<file path="config.mk">
export PLATFORM = sky130hd
export DESIGN_NAME = utf8_encoder_six_byte_top
export DESIGN_NICKNAME = d
export VERILOG_FILES = /design/src/hw/rtl/utf8e_pkg.sv /design/src/hw/rtl/utf8_encoder_six_byte_top.sv /design/src/hw/rtl/utf8e_front.sv /design/src/hw/rtl/utf8e_queue.sv /design/src/hw/rtl/utf8e_back.sv
export VERILOG_INCLUDE_DIRS = /design/src /design/src/hw/rtl
export SDC_FILE = /design/constraint.sdc
export NUM_CORES = 1
export LEC_CHECK = 0
export ABC_AREA = 0
export CAP_MARGIN = 10
export CELL_PAD_IN_SITES_DETAIL_PLACEMENT = 0
export CELL_PAD_IN_SITES_GLOBAL_PLACEMENT = 1
export CORE_ASPECT_RATIO = 1.25
export CORE_MARGIN = 1
export CORE_UTILIZATION = 53
export DETAILED_ROUTE_END_ITERATION = 10
export DONT_BUFFER_PORTS = 1
export GPL_TIMING_DRIVEN = 0
export PLACE_DENSITY = 0.79
export SYNTH_ARGS = -nofsm -noshare
export SYNTH_HDL_FRONTEND = slang
export SYNTH_SLANG_ARGS = --single-unit
</file>
<file path="constraint.sdc">
create_clock -name clock -period 4.7 [get_ports clock]
set_input_delay 0.47 -clock clock [delete_from_list [all_inputs] [get_ports clock]]
set_output_delay 0.47 -clock clock [all_outputs]
set_load 0.02 [all_outputs]
</file>
<file path="src/hw/rtl/utf8_encoder_six_byte_top_assert.svh">
// Assertion helpers for the UTF-8 encoder.
// Each check is clocked on a rising edge and is held off while reset is high.
`ifndef UTF8_ENCODER_SIX_BYTE_TOP_ASSERT_SVH
`define UTF8_ENCODER_SIX_BYTE_TOP_ASSERT_SVH

`ifndef SYNTHESIS

`define UTF8E_ASSERT(label, clk, rst, prop) \
   label: assert property (@(posedge clk) disable iff (rst) (prop)) \
      else $error("utf8e assertion failed");

`define UTF8E_NEVER(label, clk, rst, expr) \
   label: assert property (@(posedge clk) disable iff (rst) !(expr)) \
      else $error("utf8e forbidden condition seen");

`else

`define UTF8E_ASSERT(label, clk, rst, prop)

`define UTF8E_NEVER(label, clk, rst, expr)

`endif

`endif

</file>
<file path="src/hw/rtl/utf8e_pkg.sv">
package utf8e_pkg;

   // Default depth of the queue between the classifier and the byte serializer
   localparam int QUEUE_DEPTH = 4;

   localparam logic [31:0] CRLF_RESET = 32'hffff_ffff;

   // Entry kinds
   localparam logic KIND_CHAR = 1'b0;
   localparam logic KIND_CRLF = 1'b1;

   localparam logic [7:0] BYTE_CR = 8'h0d;
   localparam logic [7:0] BYTE_LF = 8'h0a;

   // Lead byte prefixes for two to six byte sequences, continuation prefix
   localparam logic [7:0] LEAD_2 = 8'hc0;
   localparam logic [7:0] LEAD_3 = 8'he0;
   localparam logic [7:0] LEAD_4 = 8'hf0;
   localparam logic [7:0] LEAD_5 = 8'hf8;
   localparam logic [7:0] LEAD_6 = 8'hfc;
   localparam logic [7:0] CONT   = 8'h80;

   // First code of each sequence length
   localparam logic [30:0] MIN_2 = 31'h0000_0080;
   localparam logic [30:0] MIN_3 = 31'h0000_0800;
   localparam logic [30:0] MIN_4 = 31'h0001_0000;
   localparam logic [30:0] MIN_5 = 31'h0020_0000;
   localparam logic [30:0] MIN_6 = 31'h0400_0000;

   typedef struct packed {
      logic        kind;
      logic [2:0]  len;    // bytes in the sequence, 1 to 6
      logic [30:0] code;
   } entry_type;

   typedef struct packed {
      logic      valid;
      entry_type entry;
   } slot_type;

endpackage

</file>
<file path="src/hw/rtl/utf8_encoder_six_byte_top.sv">
// UTF-8 encoder, original six-byte scheme covering 31-bit codes. Each item on
// the req_ channel is one code point; the rsp_ channel returns its encoded
// bytes one per item, lead byte first, with rsp_last_byte high on the final
// byte. A code equal to the csr_ register (reset value 0xffffffff) encodes as
// CR then LF, and this check wins over everything else; any other code above
// 0x7fffffff produces no output at all. Throughput is one output byte per
// clock while rsp_stall is low: a code point gives 1 to 6 bytes (2 for the
// newline code), sent by the byte serializer at the back. A code that gives
// no output never enters the queue. The front classifier takes a new item
// every clock while the queue between the two halves has room, so short
// bursts of input are absorbed while long sequences drain. An accepted code
// point goes into the queue, and its first byte then into the output register.
// The csr_ port is always ready; write it only while no items are in flight.
module utf8_encoder_six_byte_top #(
   parameter int QueueDepth = utf8e_pkg::QUEUE_DEPTH
) (
   input  logic        clock,
   input  logic        reset,
   // request channel: one code point per item
   input  logic        req_valid,
   output logic        req_stall,
   input  logic [31:0] req_code_point,
   // response channel: one encoded byte per item
   output logic        rsp_valid,
   input  logic        rsp_stall,
   output logic [7:0]  rsp_out_byte,
   output logic        rsp_last_byte,
   // newline code register
   input  logic        csr_valid,
   output logic        csr_ready,
   input  logic [31:0] csr_data
);

   utf8e_pkg::slot_type push;
   utf8e_pkg::slot_type head;
   logic                q_full;
   logic                pop;

   // Front: hold the newline code, classify each code point, drop those
   // that encode to nothing
   utf8e_front u_front (
      .clock          (clock),
      .reset          (reset),
      .req_valid      (req_valid),
      .req_stall      (req_stall),
      .req_code_point (req_code_point),
      .csr_valid      (csr_valid),
      .csr_ready      (csr_ready),
      .csr_data       (csr_data),
      .q_full         (q_full),
      .push           (push)
   );

   // Queue: decouple classification from byte output
   utf8e_queue #(
      .Depth (QueueDepth)
   ) u_queue (
      .clock (clock),
      .reset (reset),
      .push  (push),
      .full  (q_full),
      .head  (head),
      .pop   (pop)
   );

   // Back: walk the head entry byte by byte into the output register,
   // advance to the next entry on its last byte
   utf8e_back u_back (
      .clock         (clock),
      .reset         (reset),
      .head          (head),
      .pop           (pop),
      .rsp_valid     (rsp_valid),
      .rsp_stall     (rsp_stall),
      .rsp_out_byte  (rsp_out_byte),
      .rsp_last_byte (rsp_last_byte)
   );

endmodule

</file>
<file path="src/hw/rtl/utf8e_front.sv">
module utf8e_front (
   input  logic                clock,
   input  logic                reset,
   input  logic                req_valid,
   output logic                req_stall,
   input  logic [31:0]         req_code_point,
   input  logic                csr_valid,
   output logic                csr_ready,
   input  logic [31:0]         csr_data,
   input  logic                q_full,
   output utf8e_pkg::slot_type push
);

   logic [31:0] crlf_ff;
   logic [31:0] crlf_in;
   logic        match;

   assign csr_ready = 1'b1;
   assign req_stall = q_full;
   assign crlf_in   = (csr_valid && csr_ready) ? csr_data : crlf_ff;

   always_ff @(posedge clock) begin
      if (reset) begin
         crlf_ff <= utf8e_pkg::CRLF_RESET;
      end else begin
         crlf_ff <= crlf_in;
      end
   end

   assign match = (req_code_point == crlf_ff);

   // Classify: newline code first, then sequence length; drop codes above 31 bits
   always_comb begin
      push.entry.code = req_code_point[30:0];
      push.entry.kind = utf8e_pkg::KIND_CHAR;
      if (match) begin
         push.entry.kind = utf8e_pkg::KIND_CRLF;
         push.entry.len  = 3'd2;
      end else if (req_code_point[30:0] >= utf8e_pkg::MIN_6) begin
         push.entry.len = 3'd6;
      end else if (req_code_point[30:0] >= utf8e_pkg::MIN_5) begin
         push.entry.len = 3'd5;
      end else if (req_code_point[30:0] >= utf8e_pkg::MIN_4) begin
         push.entry.len = 3'd4;
      end else if (req_code_point[30:0] >= utf8e_pkg::MIN_3) begin
         push.entry.len = 3'd3;
      end else if (req_code_point[30:0] >= utf8e_pkg::MIN_2) begin
         push.entry.len = 3'd2;
      end else begin
         push.entry.len = 3'd1;
      end
      push.valid = req_valid && !req_stall && (match || !req_code_point[31]);
   end

endmodule

</file>
<file path="src/hw/rtl/utf8e_queue.sv">
`include "utf8_encoder_six_byte_top_assert.svh"

module utf8e_queue #(
   parameter int Depth = utf8e_pkg::QUEUE_DEPTH
) (
   input  logic                clock,
   input  logic                reset,
   input  utf8e_pkg::slot_type push,
   output logic                full,
   output utf8e_pkg::slot_type head,
   input  logic                pop
);

   localparam int PtrW = (Depth > 1) ? $clog2(Depth) : 1;
   localparam int CntW = $clog2(Depth + 1);

   utf8e_pkg::entry_type slots_ff [Depth];
   logic [PtrW-1:0] wr_ptr_ff, wr_ptr_in;
   logic [PtrW-1:0] rd_ptr_ff, rd_ptr_in;
   logic [CntW-1:0] count_ff, count_in;

   assign full       = (count_ff == CntW'(Depth));
   assign head.valid = (count_ff != '0);
   assign head.entry = slots_ff[rd_ptr_ff];

   always_comb begin
      wr_ptr_in = wr_ptr_ff;
      rd_ptr_in = rd_ptr_ff;
      count_in  = count_ff;
      if (push.valid) begin
         wr_ptr_in = (wr_ptr_ff == PtrW'(Depth - 1)) ? '0 : wr_ptr_ff + 1'b1;
      end
      if (pop) begin
         rd_ptr_in = (rd_ptr_ff == PtrW'(Depth - 1)) ? '0 : rd_ptr_ff + 1'b1;
      end
      if (push.valid && !pop) begin
         count_in = count_ff + 1'b1;
      end else if (pop && !push.valid) begin
         count_in = count_ff - 1'b1;
      end
   end

   always_ff @(posedge clock) begin
      if (reset) begin
         wr_ptr_ff <= '0;
         rd_ptr_ff <= '0;
         count_ff  <= '0;
      end else begin
         wr_ptr_ff <= wr_ptr_in;
         rd_ptr_ff <= rd_ptr_in;
         count_ff  <= count_in;
      end
   end

   always_ff @(posedge clock) begin
      if (push.valid) begin
         slots_ff[wr_ptr_ff] <= push.entry;
      end
   end

   `UTF8E_NEVER(a_no_push_when_full, clock, reset, full && push.valid)
   `UTF8E_NEVER(a_no_pop_when_empty, clock, reset, pop && !head.valid)
   `UTF8E_ASSERT(a_count_bounded, clock, reset, count_ff <= CntW'(Depth))

endmodule

</file>
<file path="src/hw/rtl/utf8e_back.sv">
`include "utf8_encoder_six_byte_top_assert.svh"

module utf8e_back (
   input  logic                clock,
   input  logic                reset,
   input  utf8e_pkg::slot_type head,
   output logic                pop,
   output logic                rsp_valid,
   input  logic                rsp_stall,
   output logic [7:0]          rsp_out_byte,
   output logic                rsp_last_byte
);

   logic [2:0]  idx_ff, idx_in;
   logic        rsp_valid_ff, rsp_valid_in;
   logic [7:0]  rsp_out_byte_ff;
   logic        rsp_last_byte_ff;
   logic [7:0]  byte_val;
   logic        last;
   logic        load;
   logic [2:0]  rem;
   logic [30:0] c;

   assign c    = head.entry.code;
   assign last = (idx_ff == head.entry.len - 3'd1);
   assign rem  = head.entry.len - 3'd1 - idx_ff;
   assign load = head.valid && (!rsp_valid_ff || !rsp_stall);
   assign pop  = load && last;

   // Byte at position idx_ff of the head entry
   always_comb begin
      byte_val = '0;
      if (head.entry.kind == utf8e_pkg::KIND_CRLF) begin
         byte_val = (idx_ff == 3'd0) ? utf8e_pkg::BYTE_CR : utf8e_pkg::BYTE_LF;
      end else if (head.entry.len == 3'd1) begin
         byte_val = {1'b0, c[6:0]};
      end else if (idx_ff == 3'd0) begin
         unique case (head.entry.len)
            3'd2:    byte_val = utf8e_pkg::LEAD_2 | {3'b0, c[10:6]};
            3'd3:    byte_val = utf8e_pkg::LEAD_3 | {4'b0, c[15:12]};
            3'd4:    byte_val = utf8e_pkg::LEAD_4 | {5'b0, c[20:18]};
            3'd5:    byte_val = utf8e_pkg::LEAD_5 | {6'b0, c[25:24]};
            3'd6:    byte_val = utf8e_pkg::LEAD_6 | {7'b0, c[30]};
            default: byte_val = '0;
         endcase
      end else begin
         unique case (rem)
            3'd0:    byte_val = utf8e_pkg::CONT | {2'b0, c[5:0]};
            3'd1:    byte_val = utf8e_pkg::CONT | {2'b0, c[11:6]};
            3'd2:    byte_val = utf8e_pkg::CONT | {2'b0, c[17:12]};
            3'd3:    byte_val = utf8e_pkg::CONT | {2'b0, c[23:18]};
            3'd4:    byte_val = utf8e_pkg::CONT | {2'b0, c[29:24]};
            default: byte_val = '0;
         endcase
      end
   end

   always_comb begin
      idx_in       = idx_ff;
      rsp_valid_in = rsp_valid_ff;
      if (!rsp_valid_ff || !rsp_stall) begin
         rsp_valid_in = head.valid;
      end
      if (load) begin
         idx_in = last ? 3'd0 : idx_ff + 3'd1;
      end
   end

   always_ff @(posedge clock) begin
      if (reset) begin
         idx_ff       <= '0;
         rsp_valid_ff <= 1'b0;
      end else begin
         idx_ff       <= idx_in;
         rsp_valid_ff <= rsp_valid_in;
      end
   end

   always_ff @(posedge clock) begin
      if (load) begin
         rsp_out_byte_ff  <= byte_val;
         rsp_last_byte_ff <= last;
      end
   end

   assign rsp_valid     = rsp_valid_ff;
   assign rsp_out_byte  = rsp_out_byte_ff;
   assign rsp_last_byte = rsp_last_byte_ff;

   `UTF8E_ASSERT(a_idx_in_range, clock, reset, !head.valid || (idx_ff < head.entry.len))
   `UTF8E_ASSERT(a_mid_seq_holds_head, clock, reset, (idx_ff == 3'd0) || head.valid)
   `UTF8E_ASSERT(a_pop_marks_last, clock, reset, pop |=> (rsp_valid_ff && rsp_last_byte_ff))

endmodule

</file>
Word-level counts from Yosys, hierarchy flattened:

Memory sizes are Yosys's and may differ from the RTL's. A register that Yosys moved wholly into a read port is not among the register bits.
Index checks and enable logic that the tools add are counted.

* order comparisons: 5
* mux-type cells: 22
* add/subtract/negate cells: 7
* reduce and logical (&&, ||, !) cells: 18
* eq/ne operators: 15

Operators by type and width (number)
* case mux 8 bit (5 select lines): 2
* equality test 32 bit: 1
* >= comparator 31 x 12 -> 1 bit, second input constant: 1
* >= comparator 31 x 17 -> 1 bit, second input constant: 1
* >= comparator 31 x 22 -> 1 bit, second input constant: 1
* >= comparator 31 x 27 -> 1 bit, second input constant: 1
* >= comparator 31 x 8 -> 1 bit, second input constant: 1
* 2-to-1 mux 3 bit: 9
* 2-to-1 mux 8 bit: 3
* equality test 3 bit, second input constant: 5
* equality test 3 x 2 -> 1 bit, second input constant: 4
* 2-to-1 mux 2 bit: 5
* adder 3 x 1 -> 3 bit, second input constant: 2
* equality test 3 x 1 -> 1 bit, second input constant: 2
* logical AND 1 bit: 6
* zero test 1 bit: 6
* zero test 3 bit: 2
* subtractor 3 x 1 -> 3 bit, second input constant: 2
* adder 2 x 1 -> 2 bit, second input constant: 2
* equality test 2 bit, second input constant: 2
* equality test 3 bit: 1
* 2-to-1 mux 1 bit: 3
* nonzero test 3 bit: 1
* subtractor 3 bit: 1
* 2 further kinds: 3

* register bits: 52
* memories kept: 1
* input port bits: 69
* memory bits (writable): 140

Memory list
* u_queue.slots_ff: words 4, bits a word 35, read ports 1, clocked after memory_dff 1, write ports 1, line utf8e_queue.sv:17 `utf8e_pkg::entry_type slots_ff [Depth];`

Logic depth before layout (Yosys ltp):

* depth after elaboration: 8
* mapped depth: 17
* depth with buffers taken out: 13

Cells and area by module:

From an unflattened synthesis, not the netlist that was laid out.

* cells, all modules: 581
* area total of the unflattened synthesis: 8740.9 sq um

By module, submodules not included
* utf8e_queue: cells each 227, seq. area each 4384.2 sq um, instances 1, area each 5544.1 sq um
* utf8e_front: cells each 203, seq. area each 640.6 sq um, instances 1, area each 1880.6 sq um
* utf8e_back: cells each 151, seq. area each 350.3 sq um, instances 1, area each 1316.3 sq um

Least setup slack after synthesis:

OpenSTA, ideal clock, no wires.

* path kind: reg-to-reg
* start point: register (tool-made name)
* end point: register u_back.rsp_out_byte_ff[5] (netlist: u_back.rsp_out_byte[5]), data pin
* path buffers: 3
* setup slack: 0.824 ns
* cell stages (with the launch flop): 14
* library setup time: 0.272 ns
* data arrival time: 3.604 ns
* cells stage by stage: dfxtp_1 > buf_6 > buf_6 > buf_2 > mux4_2 > inv_1 > ha_1 > fa_1 > xor2_1 > xor2_2 > mux2_2 > a22o_1 > a21oi_1 > o22ai_1

RTL lines
* end signal, assigned: line utf8e_back.sv:81 `rsp_out_byte_ff <= byte_val;`
* end, declared: line utf8e_back.sv:16 `logic [7:0] rsp_out_byte_ff;`

==> results.py <==
metrics = {
    "run_status": {
        "status": "completed",
    },
    "cells_and_area": {
        "drive_gt1_share_pct": 16.3,
        "area_growth_syn_to_layout_pct": 11.6,
        "fin_nets": 662,
        "n_fill_cell": 1231,
        "multi_input_area_sq_um": 2980,
        "fin_util_pct": 60.8,
        "antennaDiodeCount": 0,
        "seqCellArea_sq_um": 5380,
    },
    "yosys": {
        "synth.avg_cell_area_sq_um": 15.5,
        "ys_types": 54,
        "synth_seq_area_share_pct": 62.9,
        "yosysWarningCount": 0,
        "synth_ff_type": "edfxtp_1",
        "synthesis.nets": 637,
        "synth_area_sq_um": 8550,
        "ys_async_sr_fraction_pct": 0,
        "synth_seq_cells": 194,
        "synth_edf_count": 149,
        "synth_cells": 551,
    },
    "pwr": {
        "pwr-share-clk_pct": 36.3,
        "p_leak_nw": 3.21,
        "power_frac_comb_pct": 15.0,
        "p_per_area_nw_per_um2": 439,
        "p_sw_share_pct": 26.4,
        "ir_drop_mv": 0.283,
        "p_total_mw": 4.19,
        "intPower_mw": 3.09,
        "p_sw_mw": 1.10,
        "power_frac_seq_pct": 48.8,
    },
    "die": {
        "die_x_um": 116,
        "die_h_um": 144,
        "start_util_pct": 54.5,
        "fp.dieArea_sq_um": 16700,
        "floorplan.rows": 51,
        "core_area_sq_um": 15700,
        "top_level_ports": 81,
    },
    "sta": {
        "setup_tns_ns": 0,
        "post-route-period-util_pct": 95.1,
        "hold_violations": 0,
        "max_freq_mhz": 224,
        "final.setup_skew_ns": 0.00941,
        "setup_viol": 0,
        "tightest_slew_ns": 0.833,
        "drv_slew": 0,
        "rsz0062_at_grt": "no",
        "max-slew-margin-rel_pct": 44.5,
        "period_minus_slack_ns": 4.47,
    },
    "routing": {
        "avgRoutedWirePerCell_um": 23.8,
        "dr.pass1.iters": 6,
        "first_iter_violations": 247,
        "vias": 4951,
        "route.detailed.drc": 0,
        "avgViaCountPerCell": 6.18,
        "drt_wl_total_mm": 19.1,
        "ant_nets": 0,
    },
    "clock_network": {
        "cts_tree": "built",
        "cts_hold_buf": 0,
        "cts_setup_buffers": 0,
        "cts_max_path_buffers": 2,
        "cts_root_buffer": "clkbuf_16",
        "cts_num_sinks": 194,
        "clk_latency_ns": 0.44,
        "cts_resized": 0,
        "htree_levels": 4,
        "clk_pin_slew_worst_paths_ns": 0.07,
        "cts_made_buffers": 17,
    },
    "flow_run": {
        "drv_cap": 0,
    },
    "worst_setup_path": {
        "worstPathBufferInverterCount": 5,
        "path_max_fanout": 10,
        "max_stage_delay_ns": 0.49,
        "cp_cell_sequence": "buf_2, buf_4, buf_4, mux4_2, inv_1, ha_1, fa_1, xor2_1, xor2_2, buf_2, mux2i_1, nor2_1, a211oi_1, o22ai_1",
        "cp-start-kind": "flip-flop",
        "criticalPathCategory": "flip-flop to flip-flop",
        "worstPathRequired_ns": 4.87,
        "cp.arrival_ns": 4.64,
        "cp_slowest_cell": "dfxtp_1",
        "crit_family": "buffers and inverters",
        "endpoint_kind": "flip-flop",
    },
    "global_routing": {
        "grt_use_total_pct": 24.7,
        "met3_usage_pct": 5.53,
        "overflow": 0,
        "grt_pass1_vias": 5071,
        "antenna_found_initial": 0,
        "grt_max_degree": 29,
        "grt.busiest_layer": "met2",
        "grt_pass1_wl_mm": 29.0,
        "gr-usage-met2_pct": 44.0,
        "use_met1_pct": 28.9,
    },
    "placement": {
        "io_buffers": 0,
        "hpwl_mm": 13.7,
        "gp_congestion": 0.847,
    },
    "min_path": {
        "hold_path.class": "input pin to flip-flop",
    },
}
[Yosys cell counts (all sizes together), types with 2 or more instances]
cell type | number | area [sq um]
a211o | 33 | 289
a211oi | 2 | 15.0
a21o | 3 | 22.5
a21oi | 14 | 70.1
a221oi | 4 | 41.3
a22o | 2 | 17.5
a22oi | 4 | 30.0
and2 | 7 | 46.3
and3 | 2 | 12.5
buf | 14 | 92.6
clkbuf | 16 | 60.1
dfxtp | 45 | 901
edfxtp | 149 | 4470
fa | 2 | 40.0
ha | 15 | 188
inv | 12 | 45.0
mux2 | 4 | 45.0
mux2i | 9 | 90.1
mux4 | 42 | 968
nand2 | 12 | 45.0
nand2b | 5 | 31.3
nand3 | 2 | 10.0
nand4 | 4 | 25.0
nor2 | 22 | 82.6
nor2b | 36 | 228
nor3 | 14 | 75.1
nor3b | 4 | 30.0
nor4 | 9 | 56.3
o21ai | 6 | 30.0
o22ai | 4 | 25.0
o311ai | 2 | 17.5
or3 | 2 | 12.5
or4 | 3 | 22.5
xor2 | 36 | 323
[sequential cells by signal, summed over array words and instances, names as in the netlist, 2 cells and up, named ones only]
register / count
u_queue.wr_ptr_ff: 2
u_queue.rd_ptr_ff: 2
u_front.crlf_ff: 32
u_back.rsp_out_byte: 8
u_queue.count_ff: 3
u_back.idx_ff: 3
u_queue.slots_ff: 140
[cell type report]
cell class / instances / share of cell area [%]
inverters: 12 / 0.472
clock buffers: 17 / 4.46
clock inverters: 15 / 2.14
plain buffers: 30 / 1.60
flip-flops and latches: 194 / 56.3
multi-input cells: 315 / 31.3
repair buffers: 6 / 0.996
well taps: 212 / 2.78
[routing by layer]
metal	wire (um)	part of all wire, %
met1	7280	38
met2	10200	54
met3	1190	6.2
met4	377	2.0
met5	0	0
[cells by family (layout without fill, tap and decap cells)]
| kind of cell | Yosys count | count (layout) | share of synthesized area [%] |
|---|---|---|---|
| buffers and inverters | 42 | 80 | 2.31 |
| xor gates and xnor gates | 37 | 37 | 3.88 |
| AOI/OAI and AO/OA | 82 | 82 | 7.34 |
| DFF | 194 | 194 | 62.9 |
| and+or+nand+nor | 123 | 123 | 8.00 |
| other | 1 | 1 | 0.0438 |
| adders and majority gates | 17 | 17 | 2.66 |
| muxes | 55 | 55 | 12.9 |
[path summary, 6_finish.rpt]
path / from / cells past startpoint / end / slack (ns)
hold reg to reg: u_queue.rd_ptr_ff[1] / 2 / flip-flop / 0.50
setup / recovery: flip-flop / 14 / u_back.rsp_out_byte[0] / 0.23
setup reg to reg: flip-flop / 14 / u_back.rsp_out_byte[0] / 0.23
hold / removal: req_code_point[2] / 0 / u_queue.slots_ff[2][2] / 0.12
[layout by cell type (no fill, tap or decap), drive strengths merged, types with 6 or more instances in the layout]
master / synthesis / routed
inv: 12 / 17
clkbuf: 16 / 33
xor2: 36 / 36
mux4: 42 / 42
nand2: 12 / 12
mux2i: 9 / 9
ha: 15 / 15
a211o: 33 / 33
nor4: 9 / 9
edfxtp: 149 / 149
dfxtp: 45 / 45
clkinv: 0 / 6
buf: 14 / 20
nor3: 14 / 14
o21ai: 6 / 6
and2: 7 / 7
nor2: 22 / 22
a21oi: 14 / 14
nor2b: 36 / 36
[power groups by stage]
| stage | sequential, mW | combinational (mW) | clock, mW |
|---|---|---|---|
| 5_1_grt | 2.06 | 0.690 | 1.59 |
| 6_report | 2.04 | 0.627 | 1.52 |
| 4_1_cts | 2.04 | 0.622 | 1.54 |
| 3_3_place_gp | 2.08 | 0.599 | 0 |
| 3_5_place_dp | 2.08 | 0.618 | 0 |
| 2_1_floorplan | 2.07 | 0.460 | 0 |
[through the flow]
step | area [sq um] | cells | worst slack (ns) | hold slack (ns)
after global placement | 8820 | 763 | 0.182 | 0.467
after global routing | 9550 | 801 | 0.00451 | 0.107
after floorplan | 8550 | 551 | 0.824 | 0.454
final | 9550 | 801 | 0.232 | 0.124
after CTS | 9530 | 799 | 0.0730 | 0.110
after detailed placement | 8900 | 767 | 0.117 | 0.484
Power figures use the tool's default switching activity.
